===== config.mk =====
export PLATFORM = sky130hd
export DESIGN_NAME = swsfd_cmp
export DESIGN_NICKNAME = d
export VERILOG_FILES = /design/src/sv/swsfd_pkg.sv /design/src/sv/swsfd_cmp.sv
export SDC_FILE = /design/constraint.sdc
export NUM_CORES = 1
export LEC_CHECK = 0
export ABC_AREA = 1
export ABC_CLOCK_PERIOD_IN_PS = 5000
export BUFFER_PORTS_ARGS = -buffer_cell sky130_fd_sc_hd__buf_2
export CAP_MARGIN = 0
export CORE_MARGIN = 8
export CORE_UTILIZATION = 40
export DETAILED_ROUTE_END_ITERATION = 6
export PLACE_DENSITY = 0.69
export SYNTH_ARGS = -nofsm -noshare
export SYNTH_HDL_FRONTEND = slang
export SYNTH_SLANG_ARGS = --single-unit

===== constraint.sdc =====
create_clock -name vclk -period 5
set_input_delay 1 -clock vclk [all_inputs]
set_output_delay 1 -clock vclk [all_outputs]
set_load 0.02 [all_outputs]

===== src/sv/swsfd_pkg.sv =====
// Shared constants and types for the sliding-window source flood detector.
`default_nettype none
package swsfd_pkg;

    localparam int WINDOW_DEPTH = 256;
    localparam int IDX_W        = $clog2(WINDOW_DEPTH);
    localparam int CNT_W        = $clog2(WINDOW_DEPTH + 1);
    localparam int ADDR_W       = 32;
    localparam int TIME_W       = 32;
    localparam int WIN_W        = 16;
    localparam int THR_W        = 9;
    localparam int MATCH_W      = 9;
    localparam int CFG_IDX_W    = 1;
    localparam int CFG_DATA_W   = 16;
    localparam int IN_DATA_W    = 64;
    localparam int OUT_DATA_W   = 16;

    localparam logic [CFG_IDX_W-1:0] CFG_WINDOW    = 1'b0;
    localparam logic [CFG_IDX_W-1:0] CFG_THRESHOLD = 1'b1;

    typedef logic [IDX_W-1:0] t_idx;
    typedef logic [CNT_W-1:0] t_cnt;

    typedef struct packed {
        logic [TIME_W-1:0] arrival;
        logic [ADDR_W-1:0] address;
    } t_entry;

    typedef enum logic {
        CMP_AGE,
        CMP_ADDR
    } t_cmp_op;

    typedef struct packed {
        t_cmp_op           op;
        logic [ADDR_W-1:0] key;
        logic [TIME_W-1:0] now;
        logic [WIN_W-1:0]  window;
    } t_cmp_req;

endpackage
`default_nettype wire


===== src/sv/swsfd_cmp.sv =====
// Shared compare unit: age-versus-window test or address equality test.
`default_nettype none
module swsfd_cmp (
    input  wire swsfd_pkg::t_cmp_req i_req,
    input  wire swsfd_pkg::t_entry   i_entry,
    output logic                     o_hit
);
    import swsfd_pkg::*;

    logic [TIME_W-1:0] age;

    always_comb begin
        // age wraps modulo 2^32
        age = i_req.now - i_entry.arrival;
        case (i_req.op)
            CMP_AGE:  o_hit = age > TIME_W'(i_req.window);
            CMP_ADDR: o_hit = i_entry.address == i_req.key;
            default:  o_hit = 1'b0;
        endcase
    end

endmodule
`default_nettype wire


==> flow_metrics.tcl, run 1 <==
set metrics [dict create \
    dr.pass1.iters 4 \
    place.port_buffers 146 \
    synth.area.mux_share 0 \
    synth.cell_area_um2 3500 \
    ys_seq_area_frac 0 \
    synthTopCellsByArea "nand2_1 29%, inv_1 19%, ha_1 17%" \
    synth_nets 892 \
    syn-mean-instance-area_um2 5.01 \
    synthAdderAreaFrac 0.174 \
    switching_power_mw 0.277 \
    core_area_um2 8590 \
    syn2layout_area_growth_pct 25.0 \
    num_vias 4276 \
    gp_congestion 0.950 \
    dp_slack_ns 0.168 \
    min_from "i_req[80]" \
    fin_cells 953 \
    relSlewSlack 0.782 \
    synthCells 699 \
    p_leak_nw 2.98 \
    grt_util_all_layers 0.178 \
    worstSetupEndpointType "primary output" \
    period_needed_ns 4.71 \
    fillers 983 \
    start_util 0.407 \
    status "finished clean" \
    final_cell_mix "267 x nand2_1, 174 x inv_1, 146 x buf_2, 55 x nor2_1, 47 x ha_1" \
    arrival_ns 3.71 \
    drtAntennaViolNets 0 \
    ir_drop_v 0.0000428 \
    die_y_um 110 \
    mostFrequentLayoutCell "nand2_1" \
    synth_warnings 0 \
    fin_ws_ns 0.285 \
    yosys.area.top_type_share 0.288 \
    drive_gt1_frac 0.201 \
    swShare 0.591 \
    multiInputGateArea_um2 2850 \
    die_area_um2 12000 \
    grt_overflow 0 \
    numSequentialCells 0 \
    drv_slew 0 \
    clock_power_share 0 \
    dp_cells 953 \
    die_width_um 110 \
    wirelength_um 11200 \
    yosysTopAreaCell "nand2_1" \
    post_drt_wl_per_cell_um 11.7 \
    synthXorXnorAreaFrac 0.118 \
    drv_cap 0 \
    hold_viol 0 \
    synth-simple-area-share 0.473 \
    yosysUniqueCellTypes 26 \
    p_int_mw 0.192 \
    remaining_drc_errors 0 \
    rows 34 \
    hold_depth 4 \
    setup_viol 0 \
    io_pins 146 \
    power_density_nw_per_um2 107 \
    antenna_found_initial 0 \
    critPathRequiredTime_ns 4.00 \
    grt_pass1_vias 4007 \
    rsz0062_at_grt "no" \
    finish.net_count 1040 \
    tns_ns 0 \
    grt_start_max_net_pins 7 \
    comb_power_share 1.000 \
    seqCellArea_um2 0 \
    worst_pin_slew_ns 0.327 \
    post-route-period-util 0.943 \
    drtIter0Drc 225 \
    hp-class "in2out" \
    grt_pass1_wl_um 17800 \
    antenna_cells 0 \
    min_to "o_hit" \
    p_seq_frac 0 \
    max_clock_freq_ghz 0.212 \
    critPathLaunchType "primary input" \
    clock_buffers 0 \
    post_cts_buffers 0 \
    path_max_fanout 4 \
    routed_via_density 4.49 \
    synth_compound_area_frac 0.0457 \
    critical_path_class "in2out" \
    synth_top_family_by_area "simple AND/OR/NAND/NOR gates" \
    hpwl_um 10400 \
]
-- per-layer routing --
| metal | vias to the layer above | wire, um | global-route usage |
|---|---|---|---|
| met3 | 12 | 769 | 0.0246 |
| met1 | 1763 | 5280 | 0.244 |
| met2 | 121 | 4990 | 0.295 |
| li1 | 2380 | - | - |
| met5 | - | 0 | 0 |
| met4 | 0 | 127 | 0.0203 |
-- cells in the mapped netlist --
| library cell | number |
|---|---|
| a21o_1 | 1 |
| fa_1 | 1 |
| xnor2_1 | 3 |
| nor2_1 | 56 |
| xor2_1 | 44 |
| nand2_2 | 6 |
| nand3b_1 | 2 |
| nor4_1 | 7 |
| nor3_1 | 1 |
| a21oi_1 | 27 |
| inv_2 | 2 |
| or2_0 | 1 |
| o21bai_1 | 1 |
| ha_1 | 47 |
| inv_1 | 174 |
| and2_4 | 1 |
| nor2_4 | 1 |
| clkinv_1 | 1 |
| nand3_1 | 28 |
| o21ai_0 | 2 |
| nand4_1 | 13 |
| nor2_2 | 5 |
| nand2_1 | 269 |
| nand3_2 | 2 |
| nor3_2 | 3 |
| and2_1 | 1 |
-- power by group through the flow --
stage	clock [mW]	sequential, mW	combinational, mW
finish	0	0	0.469
global route	0	0	0.537
global placement	0	0	0.464
floorplan	0	0	0.321
CTS	0	0	0.466
detailed placement	0	0	0.464
-- logic make-up after synthesis --
logic type               count (synthesis)
AND/OR/NAND/NOR                        396
AO/OA/AOI/OAI                           31
adder cells (fa/ha/maj)                 48
XOR/XNOR                                47
buffers and inverters                  177
-- critical path, cell delays in order --
cell	delay (ns)
buf_2	0.10
ha_1	0.34
nand2_1	0.15
inv_1	0.07
a21oi_1	0.18
nand2_2	0.14
nand2_1	0.10
nand2_2	0.06
xor2_1	0.14
ha_1	0.31
nand4_1	0.15
nor2_2	0.13
nand3_1	0.10
nand2_1	0.10
nand3_1	0.08
nor2_1	0.10
nand2_1	0.07
nor2_1	0.10
nand2_1	0.06
nand2_1	0.05
nand2_1	0.04
buf_2	0.15
-- what timing repair did --
item	4_1_cts	5_1_grt
hold buffers	0	0
gates resized for setup	0	4
endpoints found under the hold margin	0	0
endpoints found under the setup margin	0	1
-- worst max path at each step --
stage / start / to / slack (ns)
after floorplan: i_req[16] / o_hit / 0.75
after global placement: i_req[16] / o_hit / 0.17
after detailed placement: i_req[16] / o_hit / 0.17
after CTS: i_req[16] / o_hit / 0.15
after global routing: i_entry[35] / o_hit / 0.01
final: i_req[21] / o_hit / 0.29
-- metrics by stage --
step | hold slack (ns) | power (mW) | area [um2] | util
after floorplan | 2.17 | 0.321 | 3500 | -
final | 2.34 | 0.469 | 4380 | 0.509
after CTS | 2.34 | 0.466 | 4370 | 0.508
after global placement | 2.34 | 0.464 | 4370 | 0.508
after detailed placement | 2.34 | 0.464 | 4370 | 0.508
after global routing | 2.39 | 0.537 | 4380 | 0.509
-- cell type report --
| cell class | count | area share |
|---|---|---|
| Tap cell | 108 | 0.0309 |
| Multi-Input combinational cell | 522 | 0.650 |
| Inverter | 177 | 0.152 |
| Timing Repair Buffer | 146 | 0.167 |
Note: power is estimated with default switching activity, not from simulation.
==> run 2, diff against run 1 <==
--- a/config.mk
+++ b/config.mk
@@ -9,6 +9,7 @@
 export ABC_CLOCK_PERIOD_IN_PS = 5000
 export BUFFER_PORTS_ARGS = -buffer_cell sky130_fd_sc_hd__buf_2
 export CAP_MARGIN = 0
+export CORE_ASPECT_RATIO = 0.7
 export CORE_MARGIN = 8
 export CORE_UTILIZATION = 40
 export DETAILED_ROUTE_END_ITERATION = 6
==> flow_metrics.tcl, run 2 (same netlist as run 1, synthesis figures left out) <==
set metrics [dict create \
    tns_ns 0 \
    rsz0062_at_grt "no" \
    cp_num_buf_inv 2 \
    hold-worst-slack_ns 2.34 \
    core_area_um2 8480 \
    seqCellArea_um2 0 \
    fin_cells 966 \
    crit_chain "buf_2, ha_1, nand2_1, nand2_1, nand2_1, nand2_1, a21oi_2, nand2_2, xor2_1, ha_1, a21oi_1, o21ai_0, nor2_1, nand2_1, nand2_1, nand3_1, nor2_1, nand2_1, nor2_1, nand2_1, nand2_1, nand2_1, buf_2" \
    syn2layout_area_growth_pct 25.8 \
    antenna_cells 0 \
    fin_ws_ns 0.238 \
    path_delay_family "simple AND/OR/NAND/NOR gates" \
    gp_congestion 0.914 \
    p_leak_nw 2.98 \
    io_pins 146 \
    drtIter0Drc 369 \
    holdBufCountCts 0 \
    grt_overflow 0 \
    setup_viol 0 \
    rows 28 \
    clock_buffers 0 \
    final_cell_mix "268 x nand2_1, 174 x inv_1, 146 x buf_2, 56 x nor2_1, 46 x ha_1" \
    grt_pass1_vias 3738 \
    period_needed_ns 4.76 \
    path_max_fanout 4 \
    grt_start_max_net_pins 7 \
    die_y_um 94.3 \
    worstSetupEndpointType "primary output" \
    critical_path_class "in2out" \
    numSequentialCells 0 \
    hold_viol 0 \
    arrival_ns 3.76 \
    drv_slew 0 \
    hp-class "in2out" \
    mostFrequentLayoutCell "nand2_1" \
    num_vias 4355 \
    die_width_um 128 \
    grt_pass1_wl_um 18000 \
    p_seq_frac 0 \
    finish.net_count 1041 \
    cpMostUsedCell "nand2_1" \
    status "finished clean" \
    hpwl_um 10900 \
    swShare 0.599 \
    critPathRequiredTime_ns 4.00 \
    grt_util_all_layers 0.180 \
    post-route-period-util 0.952 \
    p_int_mw 0.194 \
    worst_pin_slew_ns 0.312 \
    switching_power_mw 0.290 \
    ir_drop_v 0.0000471 \
    drive_gt1_frac 0.202 \
    place.port_buffers 146 \
    slowest_delay_ns 0.36 \
    power_density_nw_per_um2 110 \
    max_clock_freq_ghz 0.210 \
    final_util 0.520 \
    clock_power_share 0 \
    relSlewSlack 0.791 \
    comb_power_share 1.000 \
    dp_slack_ns 0.228 \
    routed_via_density 4.51 \
    critPathLaunchType "primary input" \
    slowest_stage "ha_1" \
    antenna_found_initial 0 \
    dp_cells 966 \
    die_area_um2 12000 \
    wirelength_um 11700 \
    drv_cap 0 \
    remaining_drc_errors 0 \
    start_util 0.413 \
    dr.pass1.iters 5 \
    post_drt_wl_per_cell_um 12.1 \
    drtAntennaViolNets 0 \
]
-- run 2: metal layers --
layer / wire length [um] / global-route usage / vias up
met1: 6010 / 0.289 / 1838
met3: 967 / 0.0272 / 2
met5: 0 / 0 / -
met2: 4710 / 0.249 / 130
li1: - / - / 2385
met4: 26 / 0.00394 / 0
-- run 2: area by class of cell --
class | instances | area, um2
fillers | 973 | 4070
inverters | 177 | 664
multi-input cells | 522 | 2850
well taps | 120 | 150
repair buffers | 147 | 738
-- run 2: worst min-delay path, cell delays in order --
cell,delay [ns]
buf_2,0.08
nand2_1,0.05
nand2_1,0.05
buf_2,0.15
-- run 2: timing repair --
item                                    4_1_cts  5_1_grt
setup buffers                                 0        0
endpoints found under the setup margin        0        1
hold endpoints to repair                      0        0
resized for setup                             0        5
-- run 2: path summary, 6_finish.rpt --
check,cells past startpoint,endpoint,slack [ns],from
setup / recovery,23,o_hit,0.24,i_req[28]
hold / removal,4,o_hit,2.34,i_req[80]
-- run 2: power groups by stage --
stage	sequential, mW	combinational (mW)	clock (mW)
5_1_grt	0	0.550	0
2_1_floorplan	0	0.321	0
6_report	0	0.484	0
3_5_place_dp	0	0.474	0
3_3_place_gp	0	0.473	0
4_1_cts	0	0.476	0
-- run 2: per-stage QoR --
stage | power (mW) | instance area (um2)
after global placement | 0.473 | 4390
after global routing | 0.550 | 4410
after detailed placement | 0.474 | 4390
final | 0.484 | 4410
after CTS | 0.476 | 4390
after floorplan | 0.321 | 3500
==> run 3, diff against run 2 <==
--- a/config.mk
+++ b/config.mk
@@ -11,9 +11,9 @@
 export CAP_MARGIN = 0
 export CORE_ASPECT_RATIO = 0.7
 export CORE_MARGIN = 8
-export CORE_UTILIZATION = 40
+export CORE_UTILIZATION = 52
 export DETAILED_ROUTE_END_ITERATION = 6
-export PLACE_DENSITY = 0.69
+export PLACE_DENSITY = 0.86
 export SYNTH_ARGS = -nofsm -noshare
 export SYNTH_HDL_FRONTEND = slang
 export SYNTH_SLANG_ARGS = --single-unit
==> flow_metrics.tcl, run 3 (same netlist as run 1, synthesis figures left out) <==
set metrics [dict create \
    post_drt_wl_per_cell_um 12.9 \
    grt_overflow 0 \
    drv_cap 0 \
    clock_buffers 0 \
    worstSetupEndpointType "primary output" \
    path_max_fanout 4 \
    power_density_nw_per_um2 113 \
    grt_start_max_net_pins 7 \
    hold-worst-slack_ns 2.34 \
    hold_viol 0 \
    grt_util_all_layers 0.231 \
    mostFrequentLayoutCell "nand2_1" \
    remaining_drc_errors 0 \
    wirelength_um 12100 \
    slowest_delay_ns 0.34 \
    drtAntennaViolNets 0 \
    finish.net_count 1040 \
    setup_viol 0 \
    drv_slew 0 \
    drtIter0Drc 348 \
    clock_power_share 0 \
    swShare 0.598 \
    io_pins 146 \
    grt_pass1_wl_um 19000 \
    final_util 0.678 \
    cpMostUsedCell "nand2_1" \
    p_seq_frac 0 \
    die_area_um2 9660 \
    p_leak_nw 2.98 \
    comb_power_share 1.000 \
    p_int_mw 0.204 \
    critPathLaunchType "primary input" \
    status "finished clean" \
    syn2layout_area_growth_pct 28.4 \
    startpoint "i_req[21]" \
    numSequentialCells 0 \
    grt_pass1_vias 4446 \
    start_util 0.528 \
    holdBufCountCts 0 \
    die_width_um 114 \
    arrival_ns 3.76 \
    core_area_um2 6630 \
    crit_chain "buf_2, ha_1, nand2_2, inv_1, a21oi_1, nand2_2, nand2_1, nand2_2, xor2_1, ha_1, a21oi_1, o21ai_1, nor2_1, nand2_1, nand2_1, nand3_1, nor2_1, nand2_1, nor2_1, nand2_1, nand2_1, nand2_1, buf_2" \
    rows 25 \
    slowest_stage "ha_1" \
    gp_congestion 0.946 \
    routed_via_density 5.02 \
    drive_gt1_frac 0.225 \
    switching_power_mw 0.304 \
    path_delay_family "simple AND/OR/NAND/NOR gates" \
    hpwl_um 10900 \
    place.port_buffers 146 \
    post-route-period-util 0.952 \
    die_y_um 84.7 \
    final_cell_mix "263 x nand2_1, 174 x inv_1, 146 x buf_2, 53 x nor2_1, 44 x xor2_1" \
    dr.pass1.iters 5 \
    num_vias 4715 \
    relSlewSlack 0.777 \
    ir_drop_v 0.0000513 \
    antenna_found_initial 0 \
    hp-class "in2out" \
    critical_path_class "in2out" \
    critPathRequiredTime_ns 4.00 \
    cp_num_buf_inv 3 \
    antenna_cells 0 \
    max_clock_freq_ghz 0.210 \
    seqCellArea_um2 0 \
    period_needed_ns 4.76 \
    min_from "i_req[80]" \
    worst_pin_slew_ns 0.335 \
]
-- run 3: layer usage --
metal	GRT usage	part of all wire	vias to the layer above	wire length (um)
met2	0.392	0.44	256	5330
met1	0.299	0.44	2059	5280
met5	0	0	-	0
met3	0.0430	0.11	18	1370
met4	0.0337	0.011	0	134
li1	-	-	2382	-
-- run 3: worst min-delay path: stages --
cell,delay (ns)
buf_2,0.09
nand2_1,0.04
nand2_1,0.05
buf_2,0.16
-- run 3: power by group through the flow --
stage          clock (mW)  combinational, mW  sequential [mW]
3_3_place_gp            0              0.455                0
5_1_grt                 0              0.565                0
6_report                0              0.508                0
2_1_floorplan           0              0.321                0
3_5_place_dp            0              0.473                0
4_1_cts                 0              0.476                0
-- run 3: worst paths after layout --
kind / cells past startpoint / endpoint / slack (ns)
setup / recovery: 23 / o_hit / 0.24
hold / removal: 4 / o_hit / 2.34
-- run 3: area by class of cell --
| type | instances | area (um2) |
|---|---|---|
| repair buffers | 146 | 731 |
| fillers | 658 | 2140 |
| multi-input cells | 522 | 2980 |
| inverters | 177 | 664 |
| well taps | 94 | 118 |
-- run 3: metrics by stage --
step                      TNS (ns)  area [um2]  total power, mW  worst slack, ns  std cells
final                            0        4500            0.508            0.238        939
after global routing       -0.0248        4500            0.565          -0.0248        939
after CTS                        0        4350            0.476            0.211        939
after detailed placement         0        4350            0.473            0.220        939
after global placement           0        4350            0.455            0.251        939
after floorplan                  0        3500            0.321            0.752        699
-- run 3: what timing repair did --
item / CTS / global route
gates resized for setup: 0 / 33
endpoints found under the setup margin: 0 / 1
buffers inserted: 0 / 0
